## config.mk

```make
export PLATFORM = sky130hd
export DESIGN_NAME = battery_voltage_charge_estimator
export DESIGN_NICKNAME = d
export VERILOG_FILES = /design/src/rtl/core/bvce_pkg.sv /design/src/rtl/core/bvce_div.sv /design/src/rtl/core/bvce_mul.sv /design/src/rtl/core/bvce_curve.sv /design/src/rtl/core/battery_voltage_charge_estimator.sv
export SDC_FILE = /design/constraint.sdc
export NUM_CORES = 1
export LEC_CHECK = 0
export ABC_AREA = 1
export BUFFER_PORTS_ARGS = -buffer_cell sky130_fd_sc_hd__buf_2
export CAP_MARGIN = 20
export CORE_MARGIN = 1.5
export CORE_UTILIZATION = 64
export DETAILED_ROUTE_END_ITERATION = 10
export PLACE_DENSITY = 0.83
export SYNTH_ARGS = -nofsm -noshare
export SYNTH_HDL_FRONTEND = slang
export SYNTH_SLANG_ARGS = --single-unit
```

## constraint.sdc

```tcl
create_clock -name clock -period 8.7 [get_ports clock]
set_input_delay 1.74 -clock clock [delete_from_list [all_inputs] [get_ports clock]]
set_output_delay 1.74 -clock clock [all_outputs]
set_load 0.05 [all_outputs]
```

## src/rtl/core/bvce_pkg.sv

```systemverilog
// ----------------------------------------------------------------------------
// bvce_pkg
// Shared constants, register map and helper functions for the battery
// voltage and charge estimator.
// ----------------------------------------------------------------------------
package bvce_pkg;

   // register file geometry
   localparam int CSR_ADDR_W = 4;
   localparam int CSR_DATA_W = 32;
   localparam int CHANNEL_W  = 8;
   localparam int RES_W      = 32;
   localparam int RSUM_W     = RES_W + 1;

   // result widths
   localparam int MV_W     = 16;
   localparam int CHARGE_W = 7;

   // highest usable adc input
   localparam logic [CHANNEL_W-1:0] MAX_CHANNEL = 8'd6;

   // register reset values
   localparam logic [RES_W-1:0] RES_RESET = 32'd100000;

   // register indexes (byte address bits [3:2])
   typedef enum logic [1:0] {
      REG_ADC_CHANNEL = 2'd0,
      REG_TOP_RES     = 2'd1,
      REG_BOTTOM_RES  = 2'd2
   } reg_index_type;

   // lithium-polymer curve breakpoints in mV
   localparam logic [MV_W-1:0] CURVE_FULL_MV = 16'd4200;
   localparam logic [MV_W-1:0] CURVE_HIGH_MV = 16'd3700;
   localparam logic [MV_W-1:0] CURVE_MID_MV  = 16'd3400;
   localparam logic [MV_W-1:0] CURVE_LOW_MV  = 16'd3200;

   // curve base percentages
   localparam logic [CHARGE_W-1:0] PCT_FULL = 7'd100;
   localparam logic [CHARGE_W-1:0] PCT_HIGH = 7'd50;
   localparam logic [CHARGE_W-1:0] PCT_MID  = 7'd5;

   // floor(n / 10) by reciprocal, exact for n below 1029
   function automatic logic [CHARGE_W-1:0] div10(input logic [9:0] n);
      logic [17:0] prod;
      prod = 18'(n) * 18'd205;
      return prod[17:11];
   endfunction

endpackage

```

## src/rtl/core/bvce_div.sv

```systemverilog
// ----------------------------------------------------------------------------
// bvce_div
// Bit-serial restoring divider: one quotient bit per cycle, shifted in
// at the bottom of the dividend register as the dividend shifts out.
// ----------------------------------------------------------------------------
module bvce_div #(
   parameter int DIVIDEND_W = 45,
   parameter int DIVISOR_W  = 32
) (
   input  logic                  clock,
   input  logic                  reset,
   input  logic                  start,
   input  logic [DIVIDEND_W-1:0] dividend,
   input  logic [DIVISOR_W-1:0]  divisor,
   output logic                  done,
   output logic [DIVIDEND_W-1:0] quotient
);

   localparam int CNT_W = $clog2(DIVIDEND_W + 1);

   logic                  busy_ff, busy_in;
   logic                  done_ff, done_in;
   logic [CNT_W-1:0]      cnt_ff, cnt_in;
   logic [DIVISOR_W-1:0]  rem_ff, rem_in;
   logic [DIVISOR_W-1:0]  dsr_ff, dsr_in;
   logic [DIVIDEND_W-1:0] quo_ff, quo_in;

   logic [DIVISOR_W:0]    rem_shift;
   logic [DIVISOR_W+1:0]  diff;

   // one trial subtraction per cycle
   always_comb begin
      rem_shift = {rem_ff, quo_ff[DIVIDEND_W-1]};
      diff      = {1'b0, rem_shift} - {2'b00, dsr_ff};
      busy_in   = busy_ff;
      done_in   = 1'b0;
      cnt_in    = cnt_ff;
      rem_in    = rem_ff;
      dsr_in    = dsr_ff;
      quo_in    = quo_ff;
      if (start) begin
         busy_in = 1'b1;
         cnt_in  = CNT_W'(DIVIDEND_W);
         rem_in  = '0;
         dsr_in  = divisor;
         quo_in  = dividend;
      end else if (busy_ff) begin
         if (diff[DIVISOR_W+1]) begin
            rem_in = rem_shift[DIVISOR_W-1:0];
            quo_in = {quo_ff[DIVIDEND_W-2:0], 1'b0};
         end else begin
            rem_in = diff[DIVISOR_W-1:0];
            quo_in = {quo_ff[DIVIDEND_W-2:0], 1'b1};
         end
         cnt_in = cnt_ff - CNT_W'(1);
         if (cnt_ff == CNT_W'(1)) begin
            busy_in = 1'b0;
            done_in = 1'b1;
         end
      end
   end

   // control state
   always_ff @(posedge clock) begin
      if (reset) begin
         busy_ff <= 1'b0;
         done_ff <= 1'b0;
         cnt_ff  <= '0;
      end else begin
         busy_ff <= busy_in;
         done_ff <= done_in;
         cnt_ff  <= cnt_in;
      end
   end

   // datapath shift registers
   always_ff @(posedge clock) begin
      rem_ff <= rem_in;
      dsr_ff <= dsr_in;
      quo_ff <= quo_in;
   end

   assign done     = done_ff;
   assign quotient = quo_ff;

endmodule

```

## src/rtl/core/bvce_mul.sv

```systemverilog
// ----------------------------------------------------------------------------
// bvce_mul
// Bit-serial shift-and-add multiplier: the multiplier shifts out msb
// first, one partial product added per cycle.
// ----------------------------------------------------------------------------
module bvce_mul #(
   parameter int MPLIER_W = 12,
   parameter int MCAND_W  = 33
) (
   input  logic                         clock,
   input  logic                         reset,
   input  logic                         start,
   input  logic [MPLIER_W-1:0]          mplier,
   input  logic [MCAND_W-1:0]           mcand,
   output logic                         done,
   output logic [MPLIER_W+MCAND_W-1:0]  product
);

   localparam int PROD_W = MPLIER_W + MCAND_W;
   localparam int CNT_W  = $clog2(MPLIER_W + 1);

   logic                busy_ff, busy_in;
   logic                done_ff, done_in;
   logic [CNT_W-1:0]    cnt_ff, cnt_in;
   logic [MPLIER_W-1:0] mplier_ff, mplier_in;
   logic [MCAND_W-1:0]  mcand_ff, mcand_in;
   logic [PROD_W-1:0]   acc_ff, acc_in;

   // one partial product per cycle
   always_comb begin
      busy_in   = busy_ff;
      done_in   = 1'b0;
      cnt_in    = cnt_ff;
      mplier_in = mplier_ff;
      mcand_in  = mcand_ff;
      acc_in    = acc_ff;
      if (start) begin
         busy_in   = 1'b1;
         cnt_in    = CNT_W'(MPLIER_W);
         mplier_in = mplier;
         mcand_in  = mcand;
         acc_in    = '0;
      end else if (busy_ff) begin
         acc_in    = {acc_ff[PROD_W-2:0], 1'b0}
                     + (mplier_ff[MPLIER_W-1] ? PROD_W'(mcand_ff) : '0);
         mplier_in = mplier_ff << 1;
         cnt_in    = cnt_ff - CNT_W'(1);
         if (cnt_ff == CNT_W'(1)) begin
            busy_in = 1'b0;
            done_in = 1'b1;
         end
      end
   end

   // control state
   always_ff @(posedge clock) begin
      if (reset) begin
         busy_ff <= 1'b0;
         done_ff <= 1'b0;
         cnt_ff  <= '0;
      end else begin
         busy_ff <= busy_in;
         done_ff <= done_in;
         cnt_ff  <= cnt_in;
      end
   end

   // datapath registers
   always_ff @(posedge clock) begin
      mplier_ff <= mplier_in;
      mcand_ff  <= mcand_in;
      acc_ff    <= acc_in;
   end

   assign done    = done_ff;
   assign product = acc_ff;

endmodule

```

## src/rtl/core/bvce_curve.sv

```systemverilog
// ----------------------------------------------------------------------------
// bvce_curve
// Piecewise-linear lithium-polymer discharge curve: battery mV to
// state of charge percent.
// ----------------------------------------------------------------------------
module bvce_curve (
   input  logic [bvce_pkg::MV_W-1:0]     mv,
   output logic [bvce_pkg::CHARGE_W-1:0] charge
);

   import bvce_pkg::*;

   logic [9:0] x_high;
   logic [9:0] x_mid;
   logic [9:0] x_mid3;
   logic [9:0] x_low;
   logic [CHARGE_W-1:0] q_mid;
   logic [CHARGE_W-1:0] q_low;

   // segment offsets, each narrow within its own segment
   always_comb begin
      x_high = 10'(mv - CURVE_HIGH_MV);
      x_mid  = 10'(mv - CURVE_MID_MV);
      x_mid3 = 10'(x_mid * 10'd3);
      x_low  = 10'(mv - CURVE_LOW_MV);
      q_mid  = div10(x_mid3) >> 1;
      q_low  = div10(x_low) >> 2;
   end

   // segment select
   always_comb begin
      if (mv >= CURVE_FULL_MV) begin
         charge = PCT_FULL;
      end else if (mv >= CURVE_HIGH_MV) begin
         charge = PCT_HIGH + div10(x_high);
      end else if (mv >= CURVE_MID_MV) begin
         charge = PCT_MID + q_mid;
      end else if (mv >= CURVE_LOW_MV) begin
         charge = q_low;
      end else begin
         charge = '0;
      end
   end

endmodule

```

## src/rtl/core/battery_voltage_charge_estimator.sv

```systemverilog
// ----------------------------------------------------------------------------
// battery_voltage_charge_estimator
// Averages groups of adc samples, scales the average through the resistor
// divider ratio and maps the battery voltage to a state of charge.
// ----------------------------------------------------------------------------
//
//   channel   direction  handshake         payload
//   req_      in         valid / ready     sample_mv
//   rsp_      out        valid / ready     battery_mv, charge_pct, status
//   csr_      in         apb, pready = 1   adc_channel, top/bottom resistance
//
// A sample that does not close a group is added to the running sum. The sample
// that closes a group starts a serial divide by the group size, a serial
// multiply by the resistor sum and a serial divide by the bottom resistance;
// a failed check skips the last two steps. Samples are held off during that
// time and while the result register is full at its end. Reset is
// synchronous and needs no clearing pass.
//
module battery_voltage_charge_estimator #(
   parameter int SAMPLES_PER_READING = 8,
   parameter int SAMPLE_BITS         = 12
) (
   input  logic                                clock,
   input  logic                                reset,
   // sample input
   input  logic                                req_valid,
   output logic                                req_ready,
   input  logic [SAMPLE_BITS-1:0]              req_sample_mv,
   // result output
   output logic                                rsp_valid,
   input  logic                                rsp_ready,
   output logic [bvce_pkg::MV_W-1:0]           rsp_battery_mv,
   output logic [bvce_pkg::CHARGE_W-1:0]       rsp_charge_pct,
   output logic                                rsp_status,
   // register port
   input  logic                                csr_psel,
   input  logic                                csr_penable,
   input  logic                                csr_pwrite,
   input  logic [bvce_pkg::CSR_ADDR_W-1:0]     csr_paddr,
   input  logic [bvce_pkg::CSR_DATA_W-1:0]     csr_pwdata,
   output logic [bvce_pkg::CSR_DATA_W-1:0]     csr_prdata,
   output logic                                csr_pready
);

   import bvce_pkg::*;

   localparam int SUM_W  = SAMPLE_BITS + $clog2(SAMPLES_PER_READING);
   localparam int CNT_W  = $clog2(SAMPLES_PER_READING + 1);
   localparam int PROD_W = SAMPLE_BITS + RSUM_W;

   typedef enum logic [4:0] {
      ST_COLLECT = 5'b00001,
      ST_AVG     = 5'b00010,
      ST_MUL     = 5'b00100,
      ST_DIV     = 5'b01000,
      ST_PUBLISH = 5'b10000
   } state_type;

   state_type              state_ff, state_in;
   logic [SUM_W-1:0]       sum_ff, sum_in;
   logic [CNT_W-1:0]       count_ff, count_in;
   logic [CHANNEL_W-1:0]   channel_ff, channel_in;
   logic [RES_W-1:0]       top_ff, top_in;
   logic [RES_W-1:0]       bottom_ff, bottom_in;
   logic                   fail_ff, fail_in;
   logic [MV_W-1:0]        mv_ff, mv_in;
   logic                   rsp_valid_ff, rsp_valid_in;
   logic [MV_W-1:0]        rsp_mv_ff, rsp_mv_in;
   logic [CHARGE_W-1:0]    rsp_charge_ff, rsp_charge_in;
   logic                   rsp_status_ff, rsp_status_in;

   logic                   req_fire;
   logic                   csr_write;
   logic [SUM_W-1:0]       sum_next;
   logic                   group_last;
   logic [SAMPLE_BITS-1:0] avg;
   logic                   fail_now;
   logic [MV_W-1:0]        mv_sat;
   logic                   slot_free;

   logic                   div_start;
   logic [PROD_W-1:0]      div_dividend;
   logic [RES_W-1:0]       div_divisor;
   logic                   div_done;
   logic [PROD_W-1:0]      div_quo;

   logic                   mul_start;
   logic [RSUM_W-1:0]      rsum;
   logic                   mul_done;
   logic [PROD_W-1:0]      mul_product;

   logic [CHARGE_W-1:0]    charge;

   // handshake and shared terms
   assign req_ready  = (state_ff == ST_COLLECT);
   assign req_fire   = req_valid && req_ready;
   assign csr_write  = csr_psel && csr_penable && csr_pwrite;
   assign csr_pready = 1'b1;
   assign sum_next   = sum_ff + SUM_W'(req_sample_mv);
   assign group_last = (count_ff == CNT_W'(SAMPLES_PER_READING - 1));
   assign avg        = div_quo[SAMPLE_BITS-1:0];
   assign fail_now   = (channel_ff > MAX_CHANNEL) || (bottom_ff == '0) || (avg == '0);
   assign mv_sat     = (|div_quo[PROD_W-1:MV_W]) ? '1 : div_quo[MV_W-1:0];
   assign slot_free  = !rsp_valid_ff || rsp_ready;
   assign rsum       = RSUM_W'(top_ff) + RSUM_W'(bottom_ff);

   // divider operand select: group size first, then bottom resistance
   always_comb begin
      if (state_ff == ST_COLLECT) begin
         div_dividend = PROD_W'(sum_next);
         div_divisor  = RES_W'(SAMPLES_PER_READING);
      end else begin
         div_dividend = mul_product;
         div_divisor  = bottom_ff;
      end
   end

   // register writes
   always_comb begin
      channel_in = channel_ff;
      top_in     = top_ff;
      bottom_in  = bottom_ff;
      if (csr_write) begin
         case (reg_index_type'(csr_paddr[3:2]))
            REG_ADC_CHANNEL: channel_in = csr_pwdata[CHANNEL_W-1:0];
            REG_TOP_RES:     top_in     = csr_pwdata[RES_W-1:0];
            REG_BOTTOM_RES:  bottom_in  = csr_pwdata[RES_W-1:0];
            default:         channel_in = channel_ff;
         endcase
      end
   end

   // register reads
   always_comb begin
      case (reg_index_type'(csr_paddr[3:2]))
         REG_ADC_CHANNEL: csr_prdata = CSR_DATA_W'(channel_ff);
         REG_TOP_RES:     csr_prdata = top_ff;
         REG_BOTTOM_RES:  csr_prdata = bottom_ff;
         default:         csr_prdata = '0;
      endcase
   end

   // sequencer
   always_comb begin
      state_in      = state_ff;
      sum_in        = sum_ff;
      count_in      = count_ff;
      fail_in       = fail_ff;
      mv_in         = mv_ff;
      div_start     = 1'b0;
      mul_start     = 1'b0;
      rsp_valid_in  = rsp_valid_ff && !rsp_ready;
      rsp_mv_in     = rsp_mv_ff;
      rsp_charge_in = rsp_charge_ff;
      rsp_status_in = rsp_status_ff;
      case (state_ff)
         ST_COLLECT: begin
            if (req_fire) begin
               if (group_last) begin
                  sum_in    = '0;
                  count_in  = '0;
                  div_start = 1'b1;
                  state_in  = ST_AVG;
               end else begin
                  sum_in   = sum_next;
                  count_in = count_ff + CNT_W'(1);
               end
            end
         end
         ST_AVG: begin
            if (div_done) begin
               if (fail_now) begin
                  fail_in  = 1'b1;
                  mv_in    = '0;
                  state_in = ST_PUBLISH;
               end else begin
                  mul_start = 1'b1;
                  state_in  = ST_MUL;
               end
            end
         end
         ST_MUL: begin
            if (mul_done) begin
               div_start = 1'b1;
               state_in  = ST_DIV;
            end
         end
         ST_DIV: begin
            if (div_done) begin
               fail_in  = 1'b0;
               mv_in    = mv_sat;
               state_in = ST_PUBLISH;
            end
         end
         ST_PUBLISH: begin
            if (slot_free) begin
               rsp_valid_in  = 1'b1;
               rsp_mv_in     = mv_ff;
               rsp_charge_in = fail_ff ? '0 : charge;
               rsp_status_in = fail_ff;
               state_in      = ST_COLLECT;
            end
         end
         default: state_in = ST_COLLECT;
      endcase
   end

   // control registers
   always_ff @(posedge clock) begin
      if (reset) begin
         state_ff     <= ST_COLLECT;
         sum_ff       <= '0;
         count_ff     <= '0;
         channel_ff   <= '0;
         top_ff       <= RES_RESET;
         bottom_ff    <= RES_RESET;
         rsp_valid_ff <= 1'b0;
      end else begin
         state_ff     <= state_in;
         sum_ff       <= sum_in;
         count_ff     <= count_in;
         channel_ff   <= channel_in;
         top_ff       <= top_in;
         bottom_ff    <= bottom_in;
         rsp_valid_ff <= rsp_valid_in;
      end
   end

   // payload registers
   always_ff @(posedge clock) begin
      fail_ff       <= fail_in;
      mv_ff         <= mv_in;
      rsp_mv_ff     <= rsp_mv_in;
      rsp_charge_ff <= rsp_charge_in;
      rsp_status_ff <= rsp_status_in;
   end

   // shared serial divider
   bvce_div #(
      .DIVIDEND_W (PROD_W),
      .DIVISOR_W  (RES_W)
   ) u_div (
      .clock    (clock),
      .reset    (reset),
      .start    (div_start),
      .dividend (div_dividend),
      .divisor  (div_divisor),
      .done     (div_done),
      .quotient (div_quo)
   );

   // serial multiplier: average times resistor sum
   bvce_mul #(
      .MPLIER_W (SAMPLE_BITS),
      .MCAND_W  (RSUM_W)
   ) u_mul (
      .clock   (clock),
      .reset   (reset),
      .start   (mul_start),
      .mplier  (avg),
      .mcand   (rsum),
      .done    (mul_done),
      .product (mul_product)
   );

   // charge curve
   bvce_curve u_curve (
      .mv     (mv_ff),
      .charge (charge)
   );

   assign rsp_valid      = rsp_valid_ff;
   assign rsp_battery_mv = rsp_mv_ff;
   assign rsp_charge_pct = rsp_charge_ff;
   assign rsp_status     = rsp_status_ff;

endmodule
```

-- Yosys cells after proc, flatten, opt, wreduce, memory -nomap -nowiden
Index checks and enable logic that the tools add are counted.
- register bits after elaboration: 351
- input port bits: 55
- output and inout port bits: 59
- add/sub/neg operators: 12
- multiply operators: 4
- magnitude comparators: 5
- equal/unequal tests: 17
- muxes and demuxes: 53
- bitwise gates (word level): 2
- reductions and logical operators: 28
- operators by type and width (operator ; count):
    $mux 45 ; 3
    $pmux 32 s3 ; 1
    $mux 16 ; 4
    $mul 10x8->18 const B ; 3
    $ge 16x12->1 const B ; 3
    $add 45x45->45 ; 1
    $mux 5 ; 8
    $sub 33x32->34 ; 1
    $add 32x32->33 ; 1
    $mux 33 ; 1
    $logic_not 32->1 ; 1
    $mux 32 ; 1
    $pmux 16 s2 ; 1
    $reduce_or 29->1 ; 1
    $pmux 5 s5 ; 1
    $mux 12 ; 2
    $mux 7 ; 3
    $mux 1 ; 20
    $ge 16x13->1 const B ; 1
    $add 15x12->15 ; 1
    $mux 15 ; 1
    $logic_not 12->1 ; 1
    $mux 4 ; 3
    $mux 6 ; 2
    other kinds (34) ; 56

-- Longest topological paths before layout
Gate-level depths: netlist of run 1.
- word-level depth: 7
- depth in mapped cells: 38
- depth with buffers taken out: 38

-- By module
A second synthesis of run 1 with hierarchy kept.
- cells, all modules: 4367
- area total of the unflattened synthesis: 29427.0 sq um
- modules (own cells, without submodules) (module ; times used ; cells each ; area each (sq um) ; sequential area each (sq um)):
    battery_voltage_charge_estimator ; 1 ; 1420 ; 9132.5 ; 3173.0
    bvce_div ; 1 ; 1062 ; 7494.7 ; 3113.0
    bvce_mul ; 1 ; 1062 ; 6905.4 ; 2372.3
    bvce_curve ; 1 ; 823 ; 5894.4 ; 0.0

-- Worst setup path after synthesis of run 1
No wires, ideal clock.
- path type: reg-to-reg
- start: reg mv_ff[3]
- end: reg rsp_charge_ff[6] (netlist: rsp_charge_pct[6]) (data pin)
- library setup time: 0.258 ns
- arrival: 5.758 ns
- required time: 8.442 ns
- slack: 2.684 ns
- cell stages (with the launch flop): 34
- clock period less this slack: 6.016 ns
- cell sequence: edfxtp_1 -> inv_1 -> ha_1 -> inv_1 -> a21oi_1 -> xor2_1 -> ha_1 -> a21oi_1 -> nand3_1 -> nand2_2 -> nand2_4 -> ha_1 -> inv_1 -> fa_1 -> inv_1 -> fa_1 -> inv_1 -> fa_1 -> inv_1 -> ha_1 -> a21oi_1 -> nor2_1 -> nor2_1 -> nand4_1 -> nand2_1 -> inv_1 -> ha_1 -> or2_2 -> nand2_1 -> nor3_1 -> nand2_1 -> nand2_1 -> nor2_1 -> nor2_1
- cells in the longest elaborated chain, start to end: 7
- elaborated cells on any way between the ends: 13
- classes of those cells: add/sub: 4; mul: 3; order compare: 3; mux: 3
- ends and longest elaborated chain (what ; line ; text):
    start, declared ; battery_voltage_charge_estimator.sv:66 ; logic [MV_W-1:0] mv_ff, mv_in;
    start signal, assigned ; battery_voltage_charge_estimator.sv:232 ; mv_ff <= mv_in;
    $sub 10x9->10 ; bvce_curve.sv:23 ; x_mid = 10'(mv - CURVE_MID_MV);
    $mul 10x2->10 ; bvce_curve.sv:24 ; x_mid3 = 10'(x_mid * 10'd3);
    $mul 10x8->18 ; bvce_pkg.sv:46 ; prod = 18'(n) * 18'd205;
    $add 3x6->7 ; bvce_curve.sv:37 ; charge = PCT_MID + q_mid;
    $mux 7 ; bvce_curve.sv:36 ; end else if (mv >= CURVE_MID_MV) begin
    $mux 7 ; bvce_curve.sv:34 ; end else if (mv >= CURVE_HIGH_MV) begin
    $mux 7 (*) ; bvce_curve.sv:32 ; if (mv >= CURVE_FULL_MV) begin
    end signal, assigned ; battery_voltage_charge_estimator.sv:234 ; rsp_charge_ff <= rsp_charge_in;
    end, declared ; battery_voltage_charge_estimator.sv:69 ; logic [CHARGE_W-1:0] rsp_charge_ff, rsp_charge_in;
Every way passes the cells marked *; elsewhere a longest branch is shown, timed or not.
A chain may end at the register's enable or synchronous reset.

-- Worst setup path after layout of run 1
Same ends and word-level chain as after synthesis.

==> results of run 1 <==
-- final timing paths --
path                                 start  depth (start not counted)                         endpoint
min          u_div.rem_ff[29]$_SDFFE_PP0P_                          2    u_div.rem_ff[29]$_SDFFE_PP0P_
max                 mv_ff[3]$_SDFFCE_PN0P_                         33  rsp_charge_pct[6]$_SDFFCE_PP0P_
max reg2reg         mv_ff[3]$_SDFFCE_PN0P_                         33  rsp_charge_pct[6]$_SDFFCE_PP0P_
min reg2reg  u_div.rem_ff[29]$_SDFFE_PP0P_                          2    u_div.rem_ff[29]$_SDFFE_PP0P_
-- worst max-delay path: cells and delay by family (launching register included) --
| family | cells | cell delay [ns] |
|---|---|---|
| buffers and inverters | 7 | 0.68 |
| DFF | 1 | 0.60 |
| AOI/OAI and AO/OA | 3 | 0.59 |
| xor gates and xnor gates | 1 | 0.35 |
| adders and majority gates | 8 | 3.01 |
| and+or+nand+nor | 14 | 1.52 |
-- layer usage --
metal  GRT usage [%]  routed length, um  vias to the layer above
met2           60.74              35920                      948
met4           21.82               4441                        0
met3           5.084               4567                      224
met5               0                  0                        -
li1                -                  -                    11758
met1           40.66              29160                    11115
-- final cells by class --
class / instances / area [um^2]
Clock buffer: 56 / 1121
Tap cell: 532 / 665.6
Timing Repair Buffer: 125 / 683.2
Inverter: 563 / 2113
Fill cell: 3419 / 12160
Sequential cell: 351 / 8660
Multi-Input combinational cell: 2497 / 15190
Antenna cell: 4 / 10.01
Clock inverter: 14 / 142.6
-- cell usage after synthesis, types with 4 or more instances --
master | instances | area share [%]
o21bai_1 | 22 | 0.63
xor2_1 | 70 | 2.3
ha_1 | 274 | 13
nand3_1 | 162 | 3.1
and2_1 | 6 | 0.14
nand4_1 | 45 | 1.1
o211ai_1 | 54 | 1.5
nor2_1 | 305 | 4.3
a211oi_1 | 8 | 0.23
a21oi_1 | 262 | 5.0
buf_1 | 6 | 0.086
a31oi_1 | 21 | 0.50
buf_2 | 9 | 0.17
buf_4 | 5 | 0.14
nand2_1 | 716 | 10
nand3b_1 | 11 | 0.31
xnor2_1 | 40 | 1.3
edfxtp_1 | 163 | 19
o21a_1 | 7 | 0.20
inv_1 | 558 | 8.0
clkbuf_1 | 65 | 0.93
a22o_1 | 5 | 0.17
fa_1 | 56 | 4.3
o221ai_1 | 5 | 0.17
nor4_1 | 14 | 0.33
inv_2 | 5 | 0.071
dfxtp_1 | 188 | 14
or2_2 | 17 | 0.40
o22ai_1 | 13 | 0.31
a21o_1 | 16 | 0.46
nor3_1 | 38 | 0.72
o21ai_1 | 20 | 0.38
o21ai_0 | 266 | 5.1
nand2_2 | 4 | 0.095
-- power groups by stage --
| stage | registers [uW] | logic, uW | clock network [uW] |
|---|---|---|---|
| 6_report | 1850 | 792 | 1650 |
| 5_1_grt | 1860 | 870 | 1730 |
| 4_1_cts | 1850 | 778 | 1670 |
| 3_5_place_dp | 1890 | 771 | 0 |
| 3_3_place_gp | 1880 | 753 | 0 |
| 2_1_floorplan | 1860 | 570 | 0 |
-- per-stage QoR --
step	std cells	hold slack, ns
after CTS	4137	0.4690
after global placement	4067	0.4563
after floorplan	3500	0.4166
after detailed placement	4067	0.4600
after global routing	4141	0.4877
final	4142	0.4669
-- state kept, by name, indices dropped and copies added, names as in the netlist, 4 cells and up --
| name | cells |
|---|---|
| u_div.quotient | 45 |
| u_mul.product | 45 |
| u_mul.mcand_ff | 33 |
| bottom_ff | 32 |
| top_ff | 32 |
| u_div.dsr_ff | 32 |
| u_div.rem_ff | 32 |
| mv_ff | 16 |
| rsp_battery_mv | 16 |
| sum_ff | 15 |
| u_mul.mplier_ff | 12 |
| channel_ff | 8 |
| rsp_charge_pct | 7 |
| u_div.cnt_ff | 6 |
| state_ff | 5 |
| count_ff | 4 |
| u_mul.cnt_ff | 4 |
-- kinds of logic (layout without fill, tap and decap cells) --
group / count (synthesis) / after routing / synth area share, %
DFF: 351 / 351 / 32.89
adders and majority gates: 330 / 330 / 17.28
xor gates and xnor gates: 110 / 110 / 3.660
and+or+nand+nor: 1333 / 1333 / 21.26
AOI/OAI and AO/OA: 723 / 723 / 15.39
buffers and inverters: 652 / 758 / 9.501
other: 1 / 5 / 0.01425
==> flow_summary.json, run 1 <==
{
  "max-cap-violations": 0,
  "fin_area_um2": 28580,
  "cp-end-kind": "register",
  "pwr-share-seq_pct": 43.1,
  "path_max_fanout": 12,
  "cts_made_buffers": 39,
  "pwr-share-clk_pct": 38.5,
  "die_h_um": 205.8,
  "port_buffers": 110,
  "vias": 24045,
  "cts-root-buf": "clkbuf_16",
  "tritoncts": "done",
  "die_area_um2": 42360,
  "routed_wl_mm": 74.08,
  "synth_edf_count": 163,
  "period_share_pct": 80.32,
  "routedWlPerCell_um": 17.89,
  "max_stage_delay_ns": 0.60,
  "synthArstFlopShare_pct": 0,
  "synthCells": 3500,
  "internal_power_uw": 2982,
  "dp_hpwl_mm": 57.16,
  "cp-start-kind": "register",
  "rsz0062_at_grt": "false",
  "htreeDepth": 2,
  "syn_to_final_growth_pct": 8.584,
  "cts_resized": 0,
  "ir_drop_v": 0.0001323,
  "worstSetupPathType": "register to register",
  "die_w_um": 205.8,
  "synth_cell_types": 60,
  "fin_worst_skew_ns": 0.02278,
  "vias_per_cell": 5.805,
  "grt_pass1_wl_mm": 117.1,
  "slew_headroom_pct": 28.19,
  "nNetsFinal": 3962,
  "cp.required_ns": 9.02,
  "antenna_found_initial": 3,
  "crit_slowest_cell": "edfxtp_1",
  "finish.utilization_pct": 70.16,
  "cts_sinks": 351,
  "yosysSeqAreaShare_pct": 32.89,
  "track_usage_pct": 35.01,
  "grt_max_degree": 84,
  "rows": 74,
  "setup-violations-final": 0,
  "setup_ws_ns": 1.713,
  "power_switching_uw": 1316,
  "syn_avg_cell_area_um2": 7.521,
  "r2r_slack_ns": 1.71,
  "tightest_slew_ns": 1.076,
  "drc": 0,
  "ant_nets": 0,
  "post-place-ws_ns": 1.879,
  "power.leakage_uw": 0.01416,
  "timing.final.crit_period_ns": 6.987,
  "tns_ns": 0,
  "grt_overflow": 0,
  "synthesis.area_um2": 26320,
  "drive_gt1_share_pct": 6.434,
  "hold_class": "register to register",
  "final_cell_mix": "716 x nand2_1, 556 x inv_1, 303 x nor2_1, 274 x ha_1, 266 x o21ai_0",
  "firstDrtPassIters": 6,
  "post-cts-setup-buffers": 0,
  "postCtsHoldBufs": 0,
  "grt_pass1_vias": 23354,
  "core-area_um2": 40740,
  "finalPower_uw": 4298,
  "clk_latency_ns": 0.58,
  "final_common_cell": "nand2_1",
  "drv_slew": 0,
  "crit_arrival_ns": 7.31,
  "pin_count": 114,
  "hold_viol": 0,
  "power.density_nw_per_um2": 150.4,
  "place_area_um2": 27280,
  "p_comb_share_pct": 18.4,
  "syn_nets": 3885,
  "drt_iter0_drc": 2044,
  "path_common_cell": "inv_1",
  "ys_warn_count": 0,
  "sw_frac_of_total_pct": 30.61,
  "synth_seq_cells": 351,
  "clkTransAtPathRegs_ns": 0.06,
  "clk_path_buf_depth": 3,
  "status": "complete, no violations",
  "clock.fmax_mhz": 143.1,
  "start_util_pct": 64.62,
  "ys.flop_type": "dfxtp_1",
  "place.gp.congestion": 1.014
}
Power figures use the tool's default switching activity.
==> run 2: changes to the inputs <==
- clock period: 8.7 -> 6.58 ns (I/O delays scaled with it)
==> run 2 against run 1 <==
Effect of this change: clock power increased by 27%; via count rose by 1.4%; cell count increased by 0.43%; utilization rose by 0.57 points; first-iteration DRC count decreased by 2.6%; worst hold slack gained 0.0032 ns; sequential share of layout area is 0.24 points lower; flip-flop and latch count stayed put.
==> flow_summary.json, run 2 (synthesized netlist as in run 1, its figures left out) <==
{
  "hold_viol": 0,
  "routedWlPerCell_um": 18.50,
  "period_share_pct": 95.58,
  "power.leakage_uw": 0.01424,
  "firstDrtPassIters": 7,
  "multi_input_area_um2": 15320,
  "core-area_um2": 40740,
  "power.density_nw_per_um2": 194.8,
  "clkTransAtPathRegs_ns": 0.07,
  "nNetsFinal": 3980,
  "crit_arrival_ns": 6.60,
  "regArea_um2": 8660,
  "clock.fmax_mhz": 159.0,
  "num-fill-cells": 3260,
  "path_common_cell": "nand2_1",
  "clk_path_buf_depth": 3,
  "cts_sinks": 351,
  "tightest_slew_ns": 1.053,
  "drt_iter0_drc": 1991,
  "drive_gt1_share_pct": 7.586,
  "instances_no_fill": 4160,
  "path_max_fanout": 7,
  "worstSetupPathType": "register to register",
  "pin_count": 114,
  "whs_ns": 0.4700,
  "r2r-end": "rsp_charge_pct[6]$_SDFFCE_PP0P_",
  "reg2regPathDepth": 34,
  "final_common_cell": "nand2_1",
  "cp-end-kind": "register",
  "final_cell_mix": "713 x nand2_1, 551 x inv_1, 300 x nor2_1, 266 x o21ai_0, 265 x ha_1",
  "grt_pass1_vias": 23476,
  "dp_cells": 4079,
  "timing.final.crit_period_ns": 6.289,
  "cp.required_ns": 6.89,
  "clk_latency_ns": 0.58,
  "tritoncts": "done",
  "max_stage_delay_ns": 0.52,
  "ir_drop_v": 0.0002200,
  "start_util_pct": 64.62,
  "drv_slew": 0,
  "rows": 74,
  "die_area_um2": 42360,
  "dp_hpwl_mm": 59.95,
  "cts-root-buf": "clkbuf_16",
  "grt_max_degree": 84,
  "fin_worst_skew_ns": 0.01917,
  "grt_pass1_wl_mm": 119.3,
  "timing.critical_path.from": "mv_ff[2]$_SDFFCE_PN0P_",
  "slew_headroom_pct": 29.69,
  "port_buffers": 110,
  "r2r_slack_ns": 0.29,
  "htreeDepth": 2,
  "cp-start-kind": "register",
  "syn_to_final_growth_pct": 9.459,
  "r2r_start": "mv_ff[2]$_SDFFCE_PN0P_",
  "cts_made_buffers": 38,
  "hold_class": "register to register",
  "vias": 24391,
  "routed_wl_mm": 76.97,
  "vias_per_cell": 5.863,
  "place.gp.congestion": 0.9999,
  "setup-violations-final": 0,
  "grt_overflow": 0,
  "die_w_um": 205.8,
  "die_h_um": 205.8,
  "crit_slowest_cell": "fa_1",
  "status": "complete, no violations",
  "track_usage_pct": 35.96,
  "antenna_found_initial": 3,
  "ant_nets": 0,
  "worstSetupEndpoint": "rsp_charge_pct[6]$_SDFFCE_PP0P_",
  "drc": 0,
  "max-cap-violations": 0,
  "postCtsHoldBufs": 0
}
run 2: how the worst min path moves through the flow:
stage,end,slack [ns],start,cells past startpoint
floorplan,rsp_battery_mv[12]$_DFFE_PP_,0.42,mv_ff[12]$_SDFFCE_PN0P_,0
global placement,sum_ff[8]$_SDFFE_PP0P_,0.46,sum_ff[8]$_SDFFE_PP0P_,2
detailed placement,u_div.rem_ff[19]$_SDFFE_PP0P_,0.46,u_div.rem_ff[19]$_SDFFE_PP0P_,2
CTS,sum_ff[10]$_SDFFE_PP0P_,0.47,sum_ff[10]$_SDFFE_PP0P_,2
global route,u_div.rem_ff[6]$_SDFFE_PP0P_,0.49,u_div.rem_ff[6]$_SDFFE_PP0P_,2
finish,u_div.rem_ff[19]$_SDFFE_PP0P_,0.47,u_div.rem_ff[19]$_SDFFE_PP0P_,2
run 2: what timing repair did:
item | in CTS | in global routing
gates resized for setup | 0 | 32
endpoints found under the setup margin | 0 | 2
setup buffers | 0 | 5
run 2: area by class of cell:
type	count	area share (%)
clock inverter	13	0.4038
timing repair buffer	144	2.992
sequential	351	30.05
tap	532	2.310
multi-input combinational	2497	53.15
clock buffer	57	3.726
antenna	3	0.02605
inverter	563	7.334
run 2: metal layers:
metal | routed length (um) | vias up | GRT usage (%) | share of wire, %
li1 | - | 11786 | - | -
met5 | 0 | - | 0 | 0
met1 | 29870 | 11316 | 41.14 | 39
met2 | 36900 | 1033 | 61.47 | 48
met4 | 5741 | 0 | 26.40 | 7.5
met3 | 4452 | 256 | 4.926 | 5.8
run 2: stage by stage:
stage / total power [uW] / util, % / TNS (ns) / instance area (um^2) / setup slack [ns]
4_1_cts: 5591 / 70.11 / 0 / 28560 / 0.1725
3_5_place_dp: 3515 / 67.19 / 0 / 27370 / 0.2025
6_report: 5613 / 70.73 / 0 / 28810 / 0.2909
3_3_place_gp: 3479 / 67.19 / 0 / 27370 / 0.3111
5_1_grt: 5808 / 70.72 / -0.1539 / 28810 / -0.08826
2_1_floorplan: 3216 / - / 0 / 26320 / 0.5643
run 2: where the power goes:
group	switching (uW)	internal [uW]	leakage [uW]
Sequential	77.4	2370	0.00309
Clock	922	1180	0.000578
Combinational	752	310	0.0106
run 2: critical path, delay by kind of cell (launching register included):
kind          cells  cell delay, ns
fa+ha+maj         8            2.91
simple gates     19            2.22
buf+inv           7            0.51
flops             1            0.38
